===== src/hdl/lc3ie_pkg.sv =====
package lc3ie_pkg;

  localparam int AddrBits = 16;
  localparam int DataW    = 16;
  localparam int MemDepth = 1 << AddrBits;

  localparam logic [AddrBits-1:0] KbsrAddr     = 16'hFE00;
  localparam logic [AddrBits-1:0] KbdrAddr     = 16'hFE02;
  localparam logic [AddrBits-1:0] StartReset   = 16'h3000;
  localparam logic [DataW-1:0]    KbsrReady    = 16'h8000;
  localparam logic [AddrBits-1:0] ClrLastAddr  = {AddrBits{1'b1}};

  localparam logic [7:0] TrapGetc = 8'h20;
  localparam logic [7:0] TrapOut  = 8'h21;
  localparam logic [7:0] TrapIn   = 8'h23;
  localparam logic [7:0] TrapHalt = 8'h25;

  localparam logic [2:0] CcP = 3'b001;
  localparam logic [2:0] CcZ = 3'b010;
  localparam logic [2:0] CcN = 3'b100;

  typedef enum logic [1:0] {
    FUNC_WRITE = 2'd0,
    FUNC_READ  = 2'd1,
    FUNC_EXEC  = 2'd2,
    FUNC_NONE  = 2'd3
  } func_e;

  typedef enum logic [1:0] {
    ST_OK      = 2'd0,
    ST_WAIT    = 2'd1,
    ST_HALTED  = 2'd2,
    ST_ILLEGAL = 2'd3
  } status_e;

  typedef enum logic [3:0] {
    OP_BR   = 4'h0,
    OP_ADD  = 4'h1,
    OP_LD   = 4'h2,
    OP_ST   = 4'h3,
    OP_JSR  = 4'h4,
    OP_AND  = 4'h5,
    OP_LDR  = 4'h6,
    OP_STR  = 4'h7,
    OP_RTI  = 4'h8,
    OP_NOT  = 4'h9,
    OP_LDI  = 4'hA,
    OP_STI  = 4'hB,
    OP_JMP  = 4'hC,
    OP_RES  = 4'hD,
    OP_LEA  = 4'hE,
    OP_TRAP = 4'hF
  } opcode_e;

  typedef enum logic [8:0] {
    S_CLEAR  = 9'b000000001,
    S_IDLE   = 9'b000000010,
    S_START  = 9'b000000100,
    S_DECODE = 9'b000001000,
    S_EXEC   = 9'b000010000,
    S_LOAD1  = 9'b000100000,
    S_LOAD2  = 9'b001000000,
    S_TRAPWB = 9'b010000000,
    S_FINISH = 9'b100000000
  } state_e;

  typedef struct packed {
    logic clr;
    logic accept;
    logic start;
    logic decode;
    logic exec;
    logic load1;
    logic load2;
    logic trap_wb;
    logic finish;
  } dp_cmd_t;

  typedef struct packed {
    func_e   func;
    logic    halted;
    logic    key_wait;
    opcode_e opcode;
    logic    trap_key;
    logic    out_free;
    logic    clr_last;
  } dp_stat_t;

  function automatic logic [2:0] cc_of(input logic [DataW-1:0] v);
    if (v == '0) begin
      return CcZ;
    end else if (v[DataW-1]) begin
      return CcN;
    end else begin
      return CcP;
    end
  endfunction

endpackage


===== src/hdl/lc3ie_ctrl.sv =====
module lc3ie_ctrl import lc3ie_pkg::*; (
  input  logic     clk_i,
  input  logic     rst_ni,
  input  logic     in_valid_i,
  input  dp_stat_t stat_i,
  output logic     in_ready_o,
  output dp_cmd_t  cmd_o
);

  state_e state_q, state_d;

  always_comb begin
    state_d = state_q;
    case (state_q)
      S_CLEAR: begin
        if (stat_i.clr_last) state_d = S_IDLE;
      end
      S_IDLE: begin
        if (in_valid_i) state_d = S_START;
      end
      S_START: begin
        if (stat_i.func == FUNC_EXEC && !stat_i.halted) state_d = S_DECODE;
        else state_d = S_FINISH;
      end
      S_DECODE: begin
        if (stat_i.key_wait) state_d = S_FINISH;
        else state_d = S_EXEC;
      end
      S_EXEC: begin
        case (stat_i.opcode)
          OP_LD, OP_LDR, OP_LDI, OP_STI: state_d = S_LOAD1;
          OP_TRAP: begin
            if (stat_i.trap_key) state_d = S_TRAPWB;
            else state_d = S_FINISH;
          end
          default: state_d = S_FINISH;
        endcase
      end
      S_LOAD1: begin
        if (stat_i.opcode == OP_LDI) state_d = S_LOAD2;
        else state_d = S_FINISH;
      end
      S_LOAD2:  state_d = S_FINISH;
      S_TRAPWB: state_d = S_FINISH;
      S_FINISH: begin
        if (stat_i.out_free) state_d = S_IDLE;
      end
      default: state_d = S_IDLE;
    endcase
  end

  always_ff @(posedge clk_i or negedge rst_ni) begin
    if (!rst_ni) begin
      state_q <= S_CLEAR;
    end else begin
      state_q <= state_d;
    end
  end

  assign in_ready_o    = (state_q == S_IDLE);
  assign cmd_o.clr     = (state_q == S_CLEAR);
  assign cmd_o.accept  = (state_q == S_IDLE) && in_valid_i;
  assign cmd_o.start   = (state_q == S_START);
  assign cmd_o.decode  = (state_q == S_DECODE);
  assign cmd_o.exec    = (state_q == S_EXEC);
  assign cmd_o.load1   = (state_q == S_LOAD1);
  assign cmd_o.load2   = (state_q == S_LOAD2);
  assign cmd_o.trap_wb = (state_q == S_TRAPWB);
  assign cmd_o.finish  = (state_q == S_FINISH) && stat_i.out_free;

endmodule


===== config.mk =====
export PLATFORM = sky130hd
export DESIGN_NAME = lc3ie_ctrl
export DESIGN_NICKNAME = d
export VERILOG_FILES = /design/src/hdl/lc3ie_pkg.sv /design/src/hdl/lc3ie_ctrl.sv
export SDC_FILE = /design/constraint.sdc
export NUM_CORES = 1
export LEC_CHECK = 0
export BUFFER_PORTS_ARGS = -buffer_cell sky130_fd_sc_hd__buf_4
export CORE_UTILIZATION = 33
export DETAILED_ROUTE_END_ITERATION = 7
export GPL_TIMING_DRIVEN = 0
export PLACE_DENSITY = 0.66
export SLEW_MARGIN = 20
export SYNTH_ARGS = -nofsm -noshare
export SYNTH_HDL_FRONTEND = slang
export SYNTH_SLANG_ARGS = --single-unit

===== constraint.sdc =====
create_clock -name clk_i -period 1.5 [get_ports clk_i]
set_input_delay 0.15 -clock clk_i [delete_from_list [all_inputs] [get_ports clk_i]]
set_output_delay 0.15 -clock clk_i [all_outputs]
set_load 0.02 [all_outputs]

Word-level counts from Yosys, hierarchy flattened
Cells that the tools add are included.

Logic and storage cells: 35. Output and inout port bits: 10. Input port bits: 14. Flip-flop bits (word level): 9.

Muxes and demuxes: 9. Reductions and logical operators: 7. Eq/ne operators: 18.

Operator list (count): one-hot mux 9 bit (8 select lines) (1); 2-to-1 mux 9 bit (7); one-hot mux 9 bit (2 select lines) (1); == test 4 bit (second input constant) (3); == test 9 x 1 -> 1 bit (second input constant) (1); == test 9 x 2 -> 1 bit (second input constant) (1); == test 9 x 3 -> 1 bit (second input constant) (1); == test 9 x 4 -> 1 bit (second input constant) (1); == test 9 x 5 -> 1 bit (second input constant) (1); == test 9 x 6 -> 1 bit (second input constant) (1); == test 9 x 7 -> 1 bit (second input constant) (1); == test 9 x 8 -> 1 bit (second input constant) (1); == test 9 bit (second input constant) (1); != test 2 bit (second input constant) (3); == test 4 x 2 -> 1 bit (second input constant) (1); == test 4 x 3 -> 1 bit (second input constant) (1); OR reduction 4 bit (1); logical AND 1 bit (3); AND reduction 3 bit (1); == test 2 bit (second input constant) (1); OR reduction 2 bit (1); zero test 1 bit (1).

Depth between registers and ports, before layout
Depth after elaboration: 4. Depth in mapped cells: 5. Mapped depth without buffers: 4.

Worst setup path before layout
Ideal clock, no wire load.

Path type: register to output. Start point: register state_q[8]. End point: output port cmd_o[7] (netlist bit). Arrival time: 1374 ps. Buffers on the path: 0. Stages on the path, launching flop included: 5. Path slack: -24 ps. Data required time: 1350 ps. Cell sequence: dfrtp_1 nor3_2 nand3_2 nor2_2 and2_1.

RTL lines: from (decl) (RTL line lc3ie_ctrl.sv:10) `state_e state_q, state_d;`; from (signal assigned) (RTL line lc3ie_ctrl.sv:56) `state_q <= state_d;`; to (decl) (RTL line lc3ie_ctrl.sv:7) `output dp_cmd_t cmd_o`.

==> results.py <==
metrics = {
    "synthesis": {
        "syn-num-nets": 92,
        "synth.yosys.seq_area_share_pct": 32.4,
        "synth-xor-area-share_pct": 1.25,
        "yosysWarnings": 0,
        "synthCells": 78,
        "synth.area.mux_share_pct": 2.87,
        "ys_ff_latch": 9,
        "yosysTopAreaCell": "dfrtp_1",
        "synth_cell_types": 36,
        "synthTopCellsByArea": "dfrtp_1 29%, nor2_1 4.8%, nand2b_1 4.5%, dfstp_2 3.8%, and2_1 3.6%",
        "synth_top_area_share_pct": 28.7,
        "synth_top_family_by_area": "simple AND/OR/NAND/NOR gates",
        "synthAdderAreaFrac_pct": 0,
        "synthSimpleGateAreaFrac_pct": 41.9,
        "syn_area_per_cell_um2": 8.95,
        "syn-cell-area_um2": 698,
        "synth-compound-area-share_pct": 15.9,
    },
    "critical_path": {
        "startpoint": "state_q[3]",
        "r2r_start": "state_q[1]",
        "arrival_ps": 1520,
        "r2r_slack_ps": 20,
        "worst_path_dominant_cell_family": "simple AND/OR/NAND/NOR gates",
        "cpPeakStageDelay_ps": 440,
        "endpoint_kind": "output port",
        "critPathRequiredTime_ps": 1350,
        "path_class": "reg -> out",
        "cp_num_buf_inv": 1,
        "r2r-end": "state_q[1]",
        "cp.depth": 5,
        "crit_chain": "nor3_4, nand3_4, nor2_4, and2_4, buf_6",
        "critPathMaxFanout": 3,
        "r2r_cells": 4,
        "worst_setup_path_start_kind": "flop",
        "slowest_stage": "dfrtp_2",
    },
    "clocking": {
        "cts_made_buffers": 3,
        "path_clk_slew_ps": 70,
        "htree_num_levels": 1,
        "cts_root_buffer": "clkbuf_4",
        "clock_latency_ps": 260,
        "cts_sinks": 9,
        "clockBufferDepth": 2,
        "cts_tree": "yes",
    },
    "grt": {
        "grt_max_degree": 10,
        "grt_pass1_wl_um": 2790,
        "grt_use_total_pct": 17.7,
        "grt_pass1_vias": 661,
        "antenna_found_initial": 0,
        "grt_overflow": 0,
    },
    "timing": {
        "relSlewSlack_pct": 80.5,
        "finalCritPeriodShare_pct": 112,
        "rsz0062_at_grt": "yes",
        "setup_viol": 10,
        "tightestPinTransition_ps": 289,
        "fin_ws_ps": -174,
        "fin_skew_ps": 4.61,
        "finalHoldViolations": 0,
        "slew_viol_final": 0,
        "max_freq_mhz": 597,
        "final.min_clock_period_ps": 1670,
    },
    "cells_and_area": {
        "final_cell_mix": "30 x buf_4, 10 x buf_6, 7 x nor2_1",
        "finalNetCount": 136,
        "area_delta_synth_final_pct": 63.1,
        "antenna_cells": 0,
        "top_register": "state_q",
        "fin_cells": 148,
        "reg_top3": "state_q x9",
        "final.fill_count": 179,
        "largest_reg_flops": 9,
        "mostFrequentLayoutCell": "buf_4",
        "drive_gt1_share_pct": 52.1,
    },
    "pwr": {
        "power_density_nw_per_um2": 1270,
        "max-vdd-ir-drop_mv": 1.10,
        "p_leak_nw": 0.540,
    },
    "detailed_routing": {
        "drt_iter0_markers": 30,
        "drc_errors": 0,
        "viasPerCell": 5.24,
        "wl_um": 1930,
        "vias": 775,
        "avgRoutedWirePerCell_um": 13.1,
        "drtPass1Iterations": 4,
        "postRouteAntennaNets": 0,
    },
    "die": {
        "ios": 24,
        "die_h_um": 48.0,
        "fp.coreArea_um2": 1980,
        "die_x_um": 48.0,
        "start_util_pct": 35.2,
        "row_count": 16,
        "die_area_um2": 2300,
    },
    "run": {
        "cap_violations": 0,
    },
    "worst_hold_path": {
        "hold_end": "state_q[0]",
        "hp-class": "in -> reg",
        "hold_path_depth": 2,
        "holdCritStartpoint": "stat_i[0]",
    },
    "status": {
        "outcome": "finished with violations",
        "violations": "negative setup slack",
    },
    "place": {
        "numPortBuffers": 23,
        "gp_congestion": 0.772,
        "pre_cts_slack_ps": -2.98,
        "place_inst": 128,
        "hpwl_um": 1230,
    },
}
-- metal layers --
layer  track usage (%)  share of wire, %
met5                 0                 0
met4              5.56              0.62
met3              2.64               4.0
met2              31.6                53
met1              21.8                42
-- stage by stage --
| step | TNS [ps] | hold slack, ps | area (um^2) | total power [mW] | util [%] |
|---|---|---|---|---|---|
| final | -1160 | 19.6 | 1140 | 1.45 | 57.4 |
| after global routing | -1830 | 26.5 | 1140 | 1.53 | 57.4 |
| after CTS | -755 | 16.1 | 1080 | 1.32 | 54.5 |
| after global placement | 0 | -16.4 | 910 | 0.900 | 45.9 |
| after detailed placement | -2.98 | -13.4 | 910 | 0.908 | 45.9 |
| after floorplan | 0 | -146 | 703 | 0.736 | - |
-- cells in the mapped netlist --
| cell | count |
|---|---|
| o21ai_0 | 1 |
| a2bb2oi_1 | 1 |
| and4b_1 | 2 |
| nor2_1 | 9 |
| and3_4 | 1 |
| nor3_2 | 1 |
| nor3_1 | 3 |
| o22ai_2 | 1 |
| o2111a_1 | 1 |
| nand2b_1 | 5 |
| nand4_1 | 3 |
| nand3_2 | 1 |
| nor4b_4 | 1 |
| o221ai_1 | 2 |
| o2111ai_1 | 1 |
| nand2_2 | 1 |
| a22oi_1 | 1 |
| o22a_1 | 1 |
| nand2_1 | 4 |
| mux2i_1 | 2 |
| o22ai_1 | 1 |
| buf_6 | 1 |
| nor2b_1 | 3 |
| and2_1 | 4 |
| buf_2 | 1 |
| nor4_2 | 1 |
| o21a_1 | 1 |
| a31o_1 | 1 |
| a221oi_1 | 1 |
| dfrtp_1 | 8 |
| nand3_1 | 2 |
| inv_1 | 6 |
| nor3b_2 | 1 |
| dfstp_2 | 1 |
| xor2_1 | 1 |
| nor2_2 | 3 |
-- kinds of logic (layout without fill, tap and decap cells) --
| family | Yosys count | in the layout |
|---|---|---|
| buf+inv | 8 | 51 |
| xor+xnor | 1 | 1 |
| simple gates | 45 | 45 |
| flops | 9 | 9 |
| mux | 2 | 2 |
| compound gates | 13 | 13 |
-- worst max path at each step --
stage                to  slack (ps)
2_1_floorplan  cmd_o[7]          40
3_3_place_gp   cmd_o[7]          10
3_5_place_dp   cmd_o[7]          -3
4_1_cts        cmd_o[1]        -140
5_1_grt        cmd_o[7]        -240
6_report       cmd_o[7]        -170
-- report_power, final --
part	switching [mW]	total (mW)	leakage (nW)	internal (mW)
registers	0.0606	0.341	0.112	0.281
clock network	0.0910	0.194	0.0150	0.103
logic	0.413	0.914	0.412	0.501
-- area by class of cell --
type	count	area, um^2	share of cell area (%)
Timing Repair Buffer	39	329	28.9
Buffer	2	18.8	1.65
Clock buffer	4	26.3	2.31
Inverter	6	22.5	1.98
Multi-Input combinational cell	61	477	41.9
Tap cell	27	33.8	2.97
Sequential cell	9	231	20.3
-- repair_timing --
action / 4_1_cts / 5_1_grt
buffers inserted: 11 / 4
hold buffers: 1 / 0
pin swaps: 11 / 9
gates resized for setup: 15 / 8
setup endpoints to repair: 10 / 12
cloned: 0 / 0
endpoints found under the hold margin: 9 / 0
No activity file was read; power rests on OpenSTA's default activity.
